**src/hdl/assert_macros.svh**
```systemverilog
// assertion helpers shared by the timer bank modules
`ifndef ASSERT_MACROS_SVH
`define ASSERT_MACROS_SVH

// property must hold at every clock edge outside reset
`define ASSERT_PROP(label, clk, rst, prop, msg) \
  label: assert property (@(posedge clk) disable iff (rst) prop) else $error(msg);

// expression must never be true outside reset
`define ASSERT_NEVER(label, clk, rst, expr, msg) \
  label: assert property (@(posedge clk) disable iff (rst) !(expr)) else $error(msg);

`endif

```
**src/hdl/ptb_pkg.sv**
```systemverilog
// ----------------------------------------------------------------------------
// ptb_pkg
// Types and constants shared by the periodic timer bank modules.
// ----------------------------------------------------------------------------
`timescale 1ns / 1ps

package ptb_pkg;

  // operation codes
  localparam logic [1:0] FUNC_CREATE  = 2'd0;
  localparam logic [1:0] FUNC_SUSPEND = 2'd1;
  localparam logic [1:0] FUNC_RESUME  = 2'd2;
  localparam logic [1:0] FUNC_TICK    = 2'd3;

  localparam int COUNT_W  = 32;
  localparam int PERIOD_W = 16;
  localparam int HANDLE_W = 3;
  localparam int MASK_W   = 8;

  // remainder unit iterates once per dividend bit
  localparam int DIV_STEPS = COUNT_W;
  localparam int DIV_CNT_W = $clog2(DIV_STEPS + 1);

  typedef struct packed {
    logic [1:0]          func;
    logic [HANDLE_W-1:0] handle;
    logic [PERIOD_W-1:0] period;
  } req_t;

  typedef struct packed {
    logic [HANDLE_W-1:0] new_handle;
    logic                create_failed;
    logic [MASK_W-1:0]   fire_mask;
  } rsp_t;

  // request to the remainder unit
  typedef struct packed {
    logic                start;
    logic [COUNT_W-1:0]  dividend;
    logic [PERIOD_W-1:0] divisor;
  } mod_req_t;

  // status from the remainder unit
  typedef struct packed {
    logic done;
    logic rem_zero;
  } mod_stat_t;

endpackage

```
**src/hdl/ptb_ram.sv**
```systemverilog
// ----------------------------------------------------------------------------
// ptb_ram
// Generic simple dual-port RAM, one write and one read port, registered read.
// ----------------------------------------------------------------------------
`timescale 1ns / 1ps

module ptb_ram #(
  parameter int WIDTH = 16,
  parameter int DEPTH = 8,
  parameter int AW    = (DEPTH > 1) ? $clog2(DEPTH) : 1
) (
  input  logic             clk,
  input  logic             we,
  input  logic [AW-1:0]    waddr,
  input  logic [WIDTH-1:0] wdata,
  input  logic [AW-1:0]    raddr,
  output logic [WIDTH-1:0] rdata
);

  logic [WIDTH-1:0] mem [DEPTH];

  // write port
  always_ff @(posedge clk) begin
    if (we) begin
      mem[waddr] <= wdata;
    end
  end

  // registered read port
  always_ff @(posedge clk) begin
    rdata <= mem[raddr];
  end

endmodule

```
**src/hdl/ptb_mod.sv**
```systemverilog
// ----------------------------------------------------------------------------
// ptb_mod
// Bit-serial 32-by-16 restoring remainder unit; reports whether the
// remainder is zero.
// ----------------------------------------------------------------------------
`timescale 1ns / 1ps
`include "assert_macros.svh"

module ptb_mod
  import ptb_pkg::*;
(
  input  logic      clk,
  input  logic      rst,
  input  mod_req_t  req,
  output mod_stat_t stat
);

  logic                 run;
  logic                 done;
  logic [DIV_CNT_W-1:0] cnt;
  logic [COUNT_W-1:0]   dq;
  logic [PERIOD_W-1:0]  dvs;
  logic [PERIOD_W-1:0]  rem;
  logic [PERIOD_W:0]    shifted;
  logic                 fits;

  // one dividend bit shifted into the partial remainder per cycle
  assign shifted = {rem, dq[COUNT_W-1]};
  assign fits    = shifted >= {1'b0, dvs};

  // control
  always_ff @(posedge clk) begin
    if (rst) begin
      run  <= 1'b0;
      done <= 1'b0;
      cnt  <= '0;
    end else begin
      done <= run && (cnt == DIV_CNT_W'(1));
      if (req.start) begin
        run <= 1'b1;
        cnt <= DIV_CNT_W'(DIV_STEPS);
      end else if (run) begin
        cnt <= cnt - DIV_CNT_W'(1);
        if (cnt == DIV_CNT_W'(1)) begin
          run <= 1'b0;
        end
      end
    end
  end

  // datapath
  always_ff @(posedge clk) begin
    if (req.start) begin
      dq  <= req.dividend;
      dvs <= req.divisor;
      rem <= '0;
    end else if (run) begin
      dq <= dq << 1;
      if (fits) begin
        rem <= PERIOD_W'(shifted - {1'b0, dvs});
      end else begin
        rem <= shifted[PERIOD_W-1:0];
      end
    end
  end

  assign stat.done     = done;
  assign stat.rem_zero = (rem == '0);

  `ASSERT_PROP(a_start_idle, clk, rst, req.start |-> !run, "remainder unit started while busy")
  `ASSERT_PROP(a_done_pulse, clk, rst, done |=> !done, "remainder done held over two cycles")

endmodule

```
**src/hdl/periodic_timer_bank.sv**
```systemverilog
// ----------------------------------------------------------------------------
// periodic_timer_bank
// Bank of periodic timer slots with create, suspend, resume and tick.
// ----------------------------------------------------------------------------
// One item at a time. Create, suspend and resume pass from idle through the
// finish state. A tick scans each created slot in turn: a slot that is
// paused or has a zero period is skipped, any other runs the bit-serial
// 32-by-16 remainder unit, one bit per cycle, shared by all slots. Periods
// live in a RAM read one slot at a time; no clearing pass is needed after
// reset. A finished result waits in the output register while the next
// item is taken.
`timescale 1ns / 1ps
`include "assert_macros.svh"

module periodic_timer_bank
  import ptb_pkg::*;
#(
  parameter int TIMER_SLOTS = 8
) (
  input  logic clk,
  input  logic rst,
  input  logic req_valid,
  output logic req_stall,
  input  req_t req,
  output logic rsp_valid,
  input  logic rsp_stall,
  output rsp_t rsp
);

  localparam int AW = (TIMER_SLOTS > 1) ? $clog2(TIMER_SLOTS) : 1;
  localparam int CW = $clog2(TIMER_SLOTS + 1);

  localparam logic [2:0] ST_IDLE = 3'd0;
  localparam logic [2:0] ST_SCAN = 3'd1;
  localparam logic [2:0] ST_WAIT = 3'd2;
  localparam logic [2:0] ST_DIV  = 3'd3;
  localparam logic [2:0] ST_FIN  = 3'd4;

  logic [2:0]             state;
  logic [CW-1:0]          used;
  logic [CW-1:0]          idx;
  logic [COUNT_W-1:0]     tick_count;
  logic [TIMER_SLOTS-1:0] paused;
  rsp_t                   res;

  logic                accept;
  logic                full;
  logic                out_free;
  logic                hnd_ok;
  logic [AW-1:0]       hsel;
  logic                ram_we;
  logic [PERIOD_W-1:0] ram_rdata;
  logic                slot_live;
  logic                mask_ok;
  mod_req_t            mreq;
  mod_stat_t           mstat;

  assign req_stall = (state != ST_IDLE);
  assign accept    = req_valid && !req_stall;
  assign full      = (used == CW'(TIMER_SLOTS));
  assign out_free  = !rsp_valid || !rsp_stall;
  assign hnd_ok    = 32'(req.handle) < TIMER_SLOTS;
  assign hsel      = AW'(req.handle);
  assign ram_we    = accept && (req.func == FUNC_CREATE) && !full;
  assign slot_live = (ram_rdata != '0) && !paused[idx[AW-1:0]];
  assign mask_ok   = 32'(idx) < MASK_W;

  // period table; writes happen only on create in idle and read data is used
  // only during a tick scan, so a write never overlaps a read that is used
  ptb_ram #(
    .WIDTH (PERIOD_W),
    .DEPTH (TIMER_SLOTS)
  ) u_period_ram (
    .clk   (clk),
    .we    (ram_we),
    .waddr (used[AW-1:0]),
    .wdata (req.period),
    .raddr (idx[AW-1:0]),
    .rdata (ram_rdata)
  );

  // shared remainder unit
  assign mreq.start    = (state == ST_WAIT) && slot_live;
  assign mreq.dividend = tick_count;
  assign mreq.divisor  = ram_rdata;

  ptb_mod u_mod (
    .clk  (clk),
    .rst  (rst),
    .req  (mreq),
    .stat (mstat)
  );

  // sequencer
  always_ff @(posedge clk) begin
    if (rst) begin
      state      <= ST_IDLE;
      used       <= '0;
      idx        <= '0;
      tick_count <= '0;
      paused     <= '0;
    end else begin
      unique case (state)
        ST_IDLE: begin
          if (accept) begin
            unique case (req.func)
              FUNC_CREATE: begin
                if (!full) begin
                  paused[used[AW-1:0]] <= 1'b0;
                  used                 <= used + CW'(1);
                end
                state <= ST_FIN;
              end
              FUNC_SUSPEND: begin
                if (hnd_ok) begin
                  paused[hsel] <= 1'b1;
                end
                state <= ST_FIN;
              end
              FUNC_RESUME: begin
                if (hnd_ok) begin
                  paused[hsel] <= 1'b0;
                end
                state <= ST_FIN;
              end
              FUNC_TICK: begin
                tick_count <= tick_count + COUNT_W'(1);
                idx        <= '0;
                state      <= ST_SCAN;
              end
              default: state <= ST_FIN;
            endcase
          end
        end
        ST_SCAN: begin
          if (idx == used) begin
            state <= ST_FIN;
          end else begin
            state <= ST_WAIT;
          end
        end
        ST_WAIT: begin
          if (slot_live) begin
            state <= ST_DIV;
          end else begin
            idx   <= idx + CW'(1);
            state <= ST_SCAN;
          end
        end
        ST_DIV: begin
          if (mstat.done) begin
            idx   <= idx + CW'(1);
            state <= ST_SCAN;
          end
        end
        ST_FIN: begin
          if (out_free) begin
            state <= ST_IDLE;
          end
        end
        default: state <= ST_IDLE;
      endcase
    end
  end

  // result being built
  always_ff @(posedge clk) begin
    if (accept) begin
      res.fire_mask     <= '0;
      res.create_failed <= (req.func == FUNC_CREATE) && full;
      res.new_handle    <= ((req.func == FUNC_CREATE) && !full) ? HANDLE_W'(used) : '0;
    end else if ((state == ST_DIV) && mstat.done && mstat.rem_zero && mask_ok) begin
      res.fire_mask[HANDLE_W'(idx)] <= 1'b1;
    end
  end

  // output register
  always_ff @(posedge clk) begin
    if (rst) begin
      rsp_valid <= 1'b0;
    end else if ((state == ST_FIN) && out_free) begin
      rsp_valid <= 1'b1;
    end else if (!rsp_stall) begin
      rsp_valid <= 1'b0;
    end
  end

  always_ff @(posedge clk) begin
    if ((state == ST_FIN) && out_free) begin
      rsp <= res;
    end
  end

  `ASSERT_NEVER(a_used_bound, clk, rst, used > CW'(TIMER_SLOTS), "slot count beyond bank size")
  `ASSERT_PROP(a_rsp_from_fin, clk, rst, $rose(rsp_valid) |-> $past(state) == ST_FIN, "response without finish")
  `ASSERT_PROP(a_fire_only, clk, rst, rsp_valid && rsp.fire_mask != '0 |-> !rsp.create_failed && rsp.new_handle == '0, "mixed response")

endmodule

```
**config.mk**
```make
export PLATFORM = sky130hd
export DESIGN_NAME = periodic_timer_bank
export DESIGN_NICKNAME = d
export VERILOG_FILES = /design/src/hdl/ptb_pkg.sv /design/src/hdl/ptb_ram.sv /design/src/hdl/ptb_mod.sv /design/src/hdl/periodic_timer_bank.sv
export VERILOG_INCLUDE_DIRS = /design/src /design/src/hdl
export SDC_FILE = /design/constraint.sdc
export NUM_CORES = 1
export LEC_CHECK = 0
export BUFFER_PORTS_ARGS = -buffer_cell sky130_fd_sc_hd__buf_2
export CORE_ASPECT_RATIO = 1.4
export CORE_MARGIN = 2
export CORE_UTILIZATION = 40
export DETAILED_ROUTE_END_ITERATION = 12
export GPL_TIMING_DRIVEN = 0
export PLACE_DENSITY = 0.63
export SLEW_MARGIN = 0
export SYNTH_ARGS = -nofsm -noshare
export SYNTH_HDL_FRONTEND = slang
export SYNTH_HIERARCHICAL = 1
export SYNTH_SLANG_ARGS = --single-unit
```
**constraint.sdc**
```tcl
create_clock -name clk -period 4.5 [get_ports clk]
set_input_delay 0.225 -clock clk [delete_from_list [all_inputs] [get_ports clk]]
set_output_delay 0.225 -clock clk [all_outputs]
set_load 0.05 [all_outputs]
```
==> impl.org, run 1 <==
** Status
- Result of the run :: finished, final reports clean

** Worst setup path
- The largest individual stage delay along the critical path comes from the cell inv_1.
- Worst-path fanout max :: 18
- Crit path launch type :: flip-flop
- Cell chain of the critical path :: clkbuf_1 -> mux2_2 -> a22o_1 -> nor2_1 -> nand3_1 -> inv_1 -> clkbuf_1 -> buf_1 -> mux2_2
- At the worst endpoint, the arrival time is around 4300 ps.
- Max incr delay on CP :: between 500 and 600 ps
- The number of buffers and inverters on the critical path is 4.
- Family of cells with the greatest summed delay on the critical path :: buffers and inverters
- STA classifies the critical path endpoint as a flip-flop.
- Worst Path Required :: between 4000 and 5000 ps
- Crit path kind :: reg2reg

** Worst hold path
- Class of the worst hold path :: in2reg

** Yosys
- Summing every instance area after synthesis gives 12700 sq um.
- Proportion of netlist area held by the largest area contributor :: 0.453
- In the synthesized netlist the dominant register cell turns out to be edfxtp_1.
- In this run, distinct cell masters in the synthesized netlist total 80.
- In this run, synthesis produced a sequential element count of approximately 290.
- Avg Inst Size Synth :: approximately 14 sq um
- For this run, the register share of the synthesized area comes to 0.611.
- By area the synthesized netlist is led by edfxtp_1, dfxtp_1, mux4_1, mux2_2, ha_1.
- Of all cell types, the one taking the most synthesized area is edfxtp_1.
- Share of flip-flops with an asynchronous set or reset :: 0
- Gate count after technology mapping :: 936
- Among all cell types in the netlist, the one instantiated most often is edfxtp_1.
- Ranked by instance count, the synthesized netlist is headed by edfxtp_1, dfxtp_1, nor2_1.
- Counting every net in the synthesized netlist gives 984.
- Yosys printed 6 warnings.
- Number of synthesized flops with an enable pin :: between 150 and 200

** Timing
- In the finished design, the share of the clock period the worst path needs comes to 0.888.
- Number of endpoints failing setup at the final stage :: 0
- Fin crit period :: 4000 ps
- Measured against its own limit, the worst slew margin works out to 0.234.
- Worst Max-Slew Pin Slew :: roughly 1100 ps
- The tightest hold path in the finished design has a slack of 37.3 ps.
- Setup repair after global routing left no endpoint under its margin.
- Max Fclk :: about 250 MHz
- Largest clock skew in the final design :: 11.9 ps
- The number of hold-slack violations in the final timing report was 0.
- The max-slew violation total from the final report came to 0.

** Run
- Max-cap violations in this run came to 0.

** Pwr
- Of the total power, the clock network draws 0.398.
- VDD IR-drop max :: roughly 0.00032 V
- The analysis attributes to cell leakage a power of 0.00508 uW.
- Of the total power, combinational logic draws 0.117.
- Of the total power, registers draw 0.486.
- Share of total power consumed by net switching :: 0.241
- The internal power of the cells totals between 4000 and 5000 uW.
- For this design the total switching power over the nets is around 1500 uW.
- Total power draw :: just over 6000 uW
- In this run the power density over the cells is roughly 420 nW/um^2.

** Clock network
- Counting the buffers created by CTS gives 30.
- Root Driver :: clkbuf_16
- Clk buf depth :: 3
- Clock latency on the worst-skew pair, taken at its later pin, is between 500 and 600 ps.
- Clock-pin slew was measured on the worst setup and hold paths at approximately 60 ps.
- Clock tree synthesis found a total of 292 sinks.
- TritonCTS built the clock tree.
- CTS built an H-tree with a depth of 1.
- The number of setup buffers added after CTS is 0.

** Global route
- The first global-routing pass estimated about 40000 microns of wire.
- For this run, the total global-route usage over all layers was measured as 0.150.
- GR met3 Demand/Resource :: 0.0212
- The layer flagged by global routing as most heavily used is met2.
- Entering global routing, the biggest net connects 33 pins.
- GR Util met1 :: 0.181
- The via count of the first global-routing pass is between 7k and 8k.
- Final global-route overflow total :: 0
- The initial antenna violation count was 1.
- For this run, global-route usage on met2 was measured as 0.280.

** Route
- Wire length after detailed routing :: between 20000 and 30000 microns
- For this block, the initial DRC count from the detailed router was a little under 400.
- After detailed routing, the number of remaining DRC violations is 0.
- DR vias :: ~7.7k
- Once detail routing completed, the nets flagged for antenna violations numbered 0.
- The first detailed-routing pass took 5 iterations.
- In the routed layout, each cell is associated on average with a via count of between 5 and 6.
- In the final routed layout, each cell accounts on average for 17.3 microns.

** Floorplan
- Die span in y :: ~220 microns
- Number of rows created at floorplan :: 77
- The die covers between 30000 and 40000 sq um.
- In this run the horizontal extent of the chip is 155 microns.
- The initial utilization of the core area, before any placement, comes to 0.404.
- Num ports :: 39
- The core region is 31500 sq um.

** Placed design
- The congestion estimate from routability-driven global placement came to around 0.84.
- The number of placed instances, taps included, is 1376.
- Detail Placement HPWL :: roughly 17000 microns
- Count of port buffers added during placement :: 36
- Dpl cell area :: about 14000 sq um

** Final layout
- In the final design database the tool counted about 1.1k nets.
- From synthesis to final layout, the design area changed by 16.4%.
- The finished layout holds 1453 standard cells, fillers aside.
- Share of post-route cells with drive strength above 1 :: 0.177
- The finished cells cover roughly 15000 sq um.
- The repair_antennas step left the layout with diodes totalling 0.
- The layout has 2739 filler cells.
power groups by stage:
stage | clock network (uW) | logic, uW | registers, uW
2_1_floorplan | 0 | 544 | 3050
4_1_cts | 2520 | 727 | 3010
3_3_place_gp | 0 | 702 | 3060
3_5_place_dp | 0 | 712 | 3070
5_1_grt | 2620 | 809 | 3020
6_report | 2460 | 723 | 3010
layout by cell type (no fill, tap or decap), types with 8 or more instances in the layout:
cell           count
a211oi_1           8
a21oi_1           35
and3_1             9
buf_1              9
buf_2             38
buf_6             12
clkbuf_1          32
clkbuf_16         32
dfxtp_1          100
dlygate4sd3_1     20
edfxtp_1         192
ha_1              22
inv_1             32
mux2_2            50
mux2i_1           11
mux4_1            28
nand2_1           43
nand2b_1          16
nand3_1           17
nand4_1           14
nor2_1            65
nor2b_1           16
nor3_1             9
nor4_1            21
o21ai_0           24
o31ai_1           11
or3_1             12
or4_1              8
xnor2_1           25
xor2_1            18
cell families (layout without fill, tap and decap cells):
logic type | count (synthesis) | after routing | share of synthesized area
adder cells (fa/ha/maj) | 23 | 23 | 0.0232
AND/OR/NAND/NOR | 269 | 269 | 0.114
AO/OA/AOI/OAI | 134 | 134 | 0.0731
multiplexers | 94 | 94 | 0.119
XOR/XNOR | 43 | 43 | 0.0296
buffers and inverters | 81 | 203 | 0.0302
flip-flops | 292 | 292 | 0.611
layout make-up:
cell class                      instances  area [sq um]  share of cell area
Clock inverter                         13           130             0.00879
Inverter                               34           133             0.00895
Tap cell                              395           494              0.0334
Clock buffer                           43           872              0.0589
Multi-Input combinational cell        563          4600               0.310
Buffer                                 47           255              0.0172
Timing Repair inverter                  1          7.51            0.000507
Timing Repair Buffer                   65           554              0.0374
Sequential cell                       292          7770               0.524
repair_timing:
| action | in CTS | in global routing |
|---|---|---|
| hold buffers | 20 | 0 |
| setup endpoints to repair | 32 | 32 |
| gates resized for setup | 1 | 2 |
| cloned | 0 | 1 |
| hold endpoints to repair | 131 | 0 |
registers in the layout, summed over array words and instances (netlist names):
name                cells
u_period_ram/mem      128
tick_count             32
u_mod/dq               32
u_mod/dvs              16
u_mod/rem              16
u_period_ram/rdata     16
res                    12
rsp                    12
paused                  8
u_mod/cnt               6
idx                     4
used                    4
state                   3
rsp_valid               1
u_mod/done              1
u_mod/run               1
through the flow:
step | util | TNS, ps | setup WS (ps)
floorplan | - | 0 | 1110
CTS | 0.470 | 0 | 283
detailed placement | 0.432 | -2290 | -73.2
finish | 0.470 | 0 | 505
global route | 0.470 | 0 | 187
global placement | 0.425 | -16090 | -451
per-layer routing:
| metal | vias up | share of wire | routed length (microns) |
|---|---|---|---|
| met5 | - | 0.00072 | 18 |
| met4 | 2 | 0.018 | 449 |
| met3 | 34 | 0.034 | 850 |
| met2 | 114 | 0.53 | 13200 |
| met1 | 3803 | 0.42 | 10600 |
| li1 | 3769 | - | - |
final timing paths:
path | from | to | slack, ps | cells past startpoint
min | rst | u_mod/run$_SDFF_PP0_ | 40 | 2
max reg2reg | idx[1]$_SDFFE_PP0P_ | u_mod/dq[5]$_DFFE_PP_ | 500 | 9
max | idx[1]$_SDFFE_PP0P_ | u_mod/dq[5]$_DFFE_PP_ | 500 | 9
min reg2reg | res[11]$_SDFFCE_PN0P_ | rsp[11]$_DFFE_PP_ | 420 | 0
(Power assumes the default switching activity.)
==> inputs of run 2 (changes only) <==
Settings changed: CTS_CLUSTER_SIZE set to 40, PLACE_DENSITY 0.63 to unset, PLACE_DENSITY_LB_ADDON set to 0.1.
Clock period 4.5 ns to 3.5 ns, I/O delays scaled along.
==> impl.org, run 2 (synthesis results as in run 1) <==
** Status
- The run finished with clean final reports.

** Worst hold path
- Number of instances on the worst hold path :: 3 (+1)
- Class of the worst hold path :: in2reg
- For hold timing, the worst endpoint is paused[4]$_SDFFE_PP0P_.
- The startpoint identified for the worst hold timing path is req[18].

** Route
- Wire length per cell after detailed routing :: 18.8 microns (+8.8%)
- The routed metal-1 wire length was 11100 microns (+5.5%).
- Met2 wirelength from detailed routing :: 14800 microns (+12%)
- Met3 Routed Length :: 630 microns (-26%)
- DR vias :: 7801 (+1.0%)
- The DRC marker count from the first detailed-route iteration was 301 (-24%).
- Max layer used :: met4
- Post-DRT Antenna Nets :: 0 (unchanged)
- Avg Vias per Cell :: 5.35 (+0.68%)
- The wire length after detailed routing came to 27400 microns (+9.2%).
- The first-pass iteration count of the detailed router was 4 (-1).
- DRC violation count after routing :: 0 (unchanged)

** Timing
- The number of hold-slack violations in the final timing report came to 0 (unchanged).
- Final period utilization :: 0.902 (+0.0137)
- Max Fclk :: 317 MHz (+27%)
- The setup violation total in the final timing report was 0 (unchanged).
- Post-layout worst setup margin :: 345 ps (-160 ps)
- Slew Viols, Final :: 0 (unchanged)
- Slew Limit Headroom :: 0.257 (+0.0223)
- Sum Neg Setup Slack :: 0 ps (unchanged)
- Fin crit period :: 3160 ps (-840 ps)
- The worst clock skew came to 23.4 ps (+11.5 ps).
- Setup repair after global routing left no endpoint under its margin.
- The slew at the pin closest to its max-slew limit came to 1120 ps (-33.5 ps).

** Placed design
- Detail Placement HPWL :: 19000 microns (+9.9%)
- The worst slack at placement is -1300 ps (-1230 ps).
- The number of buffers inserted by port buffering came to 36 (unchanged).
- The final weighted congestion of routability-driven global placement came to 0.788 (-6.2%).

** Floorplan
- Num ports :: 39 (unchanged)
- The die outline width came to 155 microns (unchanged).
- The floorplan die area came to 33300 sq um (unchanged).
- The starting utilization of the core area was 0.404 (unchanged).
- The vertical extent of the die came to 215 microns (unchanged).
- The core region area is 31500 sq um (unchanged).
- Number of rows created at floorplan :: 77 (unchanged)

** Clock network
- The worst-case clock buffer depth is 3 (unchanged).
- The clock sink count is 292 (unchanged).
- The clock-pin slew on the worst setup and hold paths is 70 ps (about the same).
- Clock latency on the worst-skew pair :: 570 ps (+20 ps)
- The number of buffers created by CTS came to 29 (-3.3%).
- The cell sitting at the root of the clock tree is a clkbuf_16.
- The maximum level of the CTS H-tree was 1 (unchanged).
- TritonCTS clock tree :: done

** Final layout
- The share of layout cells above drive strength 1 is 0.184 (+0.00764).
- Count of inserted antenna diode cells :: 0 (unchanged)
- Leaving out fill and tap cells, the most frequent cell in the layout is edfxtp_1.
- Area growth from synthesis to layout :: 16.6%
- In the final layout, the registers with the most flip-flops are u_period_ram/mem x128, tick_count x32, u_mod/dq x32.
- Commonest non-fill, non-tap cells in the layout :: edfxtp_1, dfxtp_1, nor2_1
- Number of nets in the layout :: 1088 (+0.55%)
- Ranked by flip-flop count, first place goes to u_period_ram/mem.
- The layout filler cell count came to 2796 (+2.1%).
- The number of flip-flops in the largest register came to 128 (unchanged).

** Worst setup path
- Worst reg-to-reg path cell count :: 9 (unchanged)
- The worst setup path is captured at a flip-flop.
- Family of cells with the greatest summed delay on the critical path :: simple AND/OR/NAND/NOR gates
- Max incr delay on CP :: 500 ps (-60 ps)
- The worst setup path is launched from a flip-flop.
- Worst Path Required :: 3760 ps (-1040 ps)
- On the critical path, the stage with the largest delay is an instance of dfxtp_1.
- The combined buffer and inverter count along the critical path came to 4 (unchanged).
- Tracing the worst setup path back leads to its startpoint at used[0]$_SDFFE_PP0P_.
- Crit path kind :: reg2reg
- Worst-path fanout max :: 9 (-9)
- The arrival time reported for the critical path endpoint is 3420 ps (-870 ps).
- Cell chain of the critical path :: clkbuf_2 -> inv_1 -> ha_1 -> and3b_1 -> nor4_4 -> nand2_1 -> nor3_4 -> buf_4 -> buf_6
- The endpoint identified for the worst register-to-register timing path is u_period_ram/mem[4][5]$_DFFE_PP_.
- Source of the worst register-to-register timing path :: used[0]$_SDFFE_PP0P_
- Setup slack of the most critical reg-to-reg path :: 340 ps (-160 ps)

** Global route
- Number of antenna violations at the first check in global routing :: 0 (-1)
- First-pass GRT wire length :: 43200 microns (+6.8%)
- The via count of the first global-routing pass was 7865 (+2.3%).
- Global routing usage summed across all routing layers :: 0.165 (+0.0156)
- Pin count of the biggest net entering global routing :: 17 (-48%)
- Final global-route overflow total :: 0 (unchanged)

** Pwr
- The overall power of the completed layout is 7990 uW (+29%).
- VDD IR-drop max :: 0.000496 V (+57%)
- The power density of the placed cells is 539 nW/um^2 (+29%).
- The static leakage power is 0.00511 uW (+0.63%).

** Run
- The number of max-capacitance violations reported is 0 (unchanged).
-- run 2: cell types whose count changed in the layout (fill, tap and decap cells not counted), moves of 2 or more --
| cell | before | now |
|---|---|---|
| clkbuf_16 | 32 | 29 |
| dlygate4sd3_1 | 20 | 22 |
| buf_16 | 4 | 1 |
| clkinv_1 | 0 | 6 |
| buf_8 | 2 | 5 |
| buf_4 | 2 | 7 |
| bufinv_16 | 2 | 4 |
| clkbuf_2 | 1 | 8 |
| clkbuf_1 | 32 | 22 |
| clkinvlp_4 | 6 | 4 |
-- run 2: through the flow --
step | hold slack, ps | cells | util | area [sq um]
floorplan | 274 | 936 | - | 12700
global placement | 403 | 1367 | 0.425 | 13400
detailed placement | 405 | 1377 | 0.431 | 13600
CTS | 34.1 | 1458 | 0.471 | 14800
global route | 95.0 | 1458 | 0.471 | 14800
finish | 71.0 | 1458 | 0.471 | 14800
-- run 2: how the worst max path moves through the flow --
stage                                  endpoint  cells after the start
2_1_floorplan         u_mod/dq[0]$_SDFFCE_PN0P_                      9
4_1_cts        u_period_ram/mem[4][5]$_DFFE_PP_                      9
6_report       u_period_ram/mem[4][5]$_DFFE_PP_                      9
5_1_grt                  u_mod/dq[23]$_DFFE_PP_                      9
3_3_place_gp   u_period_ram/mem[4][2]$_DFFE_PP_                      7
3_5_place_dp             u_mod/dq[24]$_DFFE_PP_                      9
-- run 2: power by group --
part	switching, uW	internal [uW]
sequential	113	3760
clock	1290	1880
combinational	544	411
-- run 2: cell type report --
class	instances	area, sq um	area share
Inverter	34	136	0.00919
Clock buffer	37	786	0.0530
Timing Repair inverter	1	7.51	0.000506
Buffer	47	265	0.0179
Sequential cell	292	7770	0.524
Tap cell	395	494	0.0333
Multi-Input combinational cell	563	4620	0.311
Clock inverter	17	188	0.0127
Timing Repair Buffer	72	574	0.0387
-- run 2: tightest hold or removal path: stages --
cell     delay, ps
buf_2          140
nand4_1        170
o31ai_1         90
-- run 2: repair_timing --
action                     CTS  global route
gates cloned                 1             0
hold endpoints to repair   141             0
buffers inserted             4             0
setup endpoints to repair   93             6
hold buffers                22             0
resized for setup           13             5
-- run 2: per-layer routing --
metal  GRT usage  vias up
li1            -     3801
met1       0.192     3846
met2       0.311      106
met3      0.0186       48
met4      0.0590        0
met5           0        -
==> inputs of run 3 (changes only) <==
Settings changed: CAP_MARGIN set to 5, CTS_BUF_LIST set to sky130_fd_sc_hd__clkbuf_4.
==> impl.org, run 3 (synthesis results as in run 1) <==
** Timing
- Slew Limit Headroom :: 0.240 (-0.0167)
- The share of the cycle needed by the critical path after routing came to 0.949 (+0.0471).
- The slew at the pin closest to its max-slew limit was 1140 ps (+25.0 ps).
- The setup violation total in the final timing report came to 0 (unchanged).
- The peak clock frequency supported by timing was 301 MHz (-5.0%).
- The final critical path time including I/O delays and setup came to 3320 ps (+165 ps).
- Slew Viols, Final :: 0 (unchanged)
- The total negative slack came to 0 ps (unchanged).
- Setup repair after global routing left no endpoint under its margin.
- Worst-case hold slack :: 86.4 ps (+15.4 ps)
- Largest clock skew in the final design :: 44.6 ps (+21.2 ps)
- Number of endpoints with negative hold slack in the final report :: 0 (unchanged)

** Placed design
- Placer's final routability congestion estimate :: 0.788 (unchanged)
- The placed wire-length estimate was 19000 microns (unchanged).
- Count of port buffers added during placement :: 36 (unchanged)

** Route
- Detailed-routing iteration count for the pre-antenna-repair pass :: 5 (+1)
- The total via count after detailed routing was 8080 (+3.6%).
- DRC violation count after routing :: 0 (unchanged)
- The DRC marker count from the first detailed-route iteration is 298 (-1.0%).
- The routed via count divided by cell count is 5.24 (-2.1%).
- Wire length after detailed routing :: 27800 microns (+1.4%)
- Wire length per cell after detailed routing :: 18.0 microns (-4.2%)
- Post-DRT Antenna Nets :: 0 (unchanged)

** Clock network
- The clock sink count was 292 (unchanged).
- Root Driver :: clkbuf_4
- Clk buf depth :: 3 (unchanged)
- TritonCTS built the clock tree.
- Clock-pin slew reported for the worst setup and hold paths after clock tree synthesis :: 60 ps (about the same)
- The number of buffers created by CTS was 74 (+160%).
- The maximum level of the CTS H-tree is 3 (+2).
- The worst-skew pair later-pin latency is 700 ps (+130 ps).

** Worst hold path
- End point of the worst hold path :: res[11]$_SDFFCE_PN0P_
- The worst hold path begins at req[19].
- The tightest min-delay check is of the in2reg type.
- Number of instances on the worst hold path :: 3 (unchanged)

** Global route
- The initial antenna violation count came to 1 (+1).
- The global-route congestion overflow total is 0 (unchanged).
- The via count of the first global-routing pass is 8254 (+4.9%).
- The total track usage came to 0.170 (+0.00438).
- The wire length of the first global-routing pass was 43900 microns (+1.6%).
- The maximum number of pins on one net before global-route repair came to 17 (unchanged).

** Final layout
- Count of fill cells added during filler insertion :: 2866 (+2.5%)
- The share of layout cells above drive strength 1 came to 0.237 (+0.0528).
- Counting flops per register, the top entry is u_period_ram/mem.
- Flip-flop count of the largest register after layout :: 128 (unchanged)
- Top Registers :: u_period_ram/mem x128, tick_count x32, u_mod/dq x32
- In the layout the commonest cells are edfxtp_1, clkbuf_4, dfxtp_1.
- Most common cell after layout, fill and taps aside :: edfxtp_1
- Number of nets in the layout :: 1135 (+4.3%)
- From synthesis to final layout, the design area changed by 17.2%.

** Status
- Result of the run :: finished, final reports clean

** Worst setup path
- Worst Path Required :: 3910 ps (+150 ps)
- In this run the critical register-to-register path is launched from used[0]$_SDFFE_PP0P_.
- Crit. End Element :: flip-flop
- The critical-path maximum fanout was 9 (unchanged).
- The critical path is of the reg2reg type.
- R2r endpoint :: u_period_ram/mem[4][5]$_DFFE_PP_
- Crit path launch type :: flip-flop
- The worst reg-to-reg setup slack came to 180 ps (-160 ps).
- The number of cell instances on the worst register-to-register path came to 9 (unchanged).
- The arrival time reported for the critical path endpoint came to 3730 ps (+310 ps).

** Pwr
- Leakage :: 0.00524 uW (+2.6%)
- PwrDens :: 527 nW/um^2 (-2.2%)
- VDD IR-drop max :: 0.000308 V (-38%)

** Floorplan
- Number of rows created at floorplan :: 77 (unchanged)
- Core ar. :: 31500 sq um (unchanged)
- The vertical extent of the die was 215 microns (unchanged).
- The number of placed I/O pins came to 39 (unchanged).
- DIE WIDTH :: 155 microns (unchanged)
- The floorplan die area came to 33300 sq um (unchanged).
- The starting utilization of the core area came to 0.404 (unchanged).

** Run
- The number of max-capacitance violations reported came to 0 (unchanged).
-- run 3: cell count changes in the layout (fill, tap and decap cells not counted) --
cell / previous run / this run
inv_2: 0 / 2
clkinv_4: 1 / 0
clkbuf_16: 29 / 0
clkbuf_2: 8 / 7
inv_6: 1 / 0
clkbuf_1: 22 / 18
buf_4: 7 / 6
diode_2: 0 / 1
clkinv_1: 6 / 16
buf_12: 0 / 1
bufinv_16: 4 / 3
clkbuf_8: 3 / 0
clkbuf_4: 0 / 110
dlygate4sd3_1: 22 / 24
-- run 3: power breakdown --
group | internal, uW | total, uW | switching, uW
registers | 3760 | 3870 | 113
logic | 412 | 955 | 542
clock network | 1670 | 3020 | 1350
total | 5840 | 7850 | 2010
-- run 3: what timing repair did --
action | in CTS | in global routing
resized for setup | 13 | 3
gates cloned | 1 | 0
setup endpoints to repair | 93 | 6
endpoints found under the hold margin | 155 | 0
setup buffers | 4 | 0
hold buffers | 24 | 0
-- run 3: worst max path at each step --
stage,cells after the start,startpoint,slack (ps),to
6_report,9,used[0]$_SDFFE_PP0P_,180,u_period_ram/mem[4][5]$_DFFE_PP_
5_1_grt,9,used[0]$_SDFFE_PP0P_,10,u_period_ram/mem[4][5]$_DFFE_PP_
4_1_cts,9,used[0]$_SDFFE_PP0P_,130,u_period_ram/mem[4][9]$_DFFE_PP_
3_5_place_dp,9,idx[1]$_SDFFE_PP0P_,-1300,u_mod/dq[24]$_DFFE_PP_
3_3_place_gp,7,used[0]$_SDFFE_PP0P_,-1790,u_period_ram/mem[4][2]$_DFFE_PP_
2_1_floorplan,9,idx[1]$_SDFFE_PP0P_,110,u_mod/dq[0]$_SDFFCE_PN0P_
-- run 3: per-layer routing --
metal / global-route usage / up-vias / routed length, microns
met3: 0.0375 / 55 / 986
met5: 0 / - / 0
li1: - / 3953 / -
met2: 0.314 / 158 / 15100
met4: 0.0673 / 0 / 665
met1: 0.187 / 3914 / 11000
-- run 3: area by class of cell --
cell class | count | area [sq um] | area share
clock buffers | 110 | 826 | 0.0554
repair buffers | 74 | 607 | 0.0407
repair inverters | 1 | 7.51 | 0.000504
well taps | 395 | 494 | 0.0332
plain buffers | 47 | 264 | 0.0177
diodes | 1 | 2.50 | 0.000168
inverters | 34 | 136 | 0.00915
multi-input cells | 563 | 4620 | 0.310
flip-flops and latches | 292 | 7770 | 0.521
clock inverters | 26 | 185 | 0.0124
-- run 3: critical path, stage by stage (launching register included) --
cell and delay, ps:
dfxtp_1 500, clkbuf_1 420, inv_1 160, ha_1 220
and3b_1 230, nor4_4 400, nand2_1 310, nor3_4 350
buf_4 280, buf_6 160
-- run 3: per-stage QoR --
step	utilization	worst slack [ps]	cell area [sq um]	cells	power (uW)
floorplan	-	107	12700	936	4620
global placement	0.425	-1790	13400	1367	4870
detailed placement	0.431	-1300	13600	1377	4880
CTS	0.473	135	14900	1542	7980
global route	0.473	10.7	14900	1543	8260
finish	0.473	180	14900	1543	7850
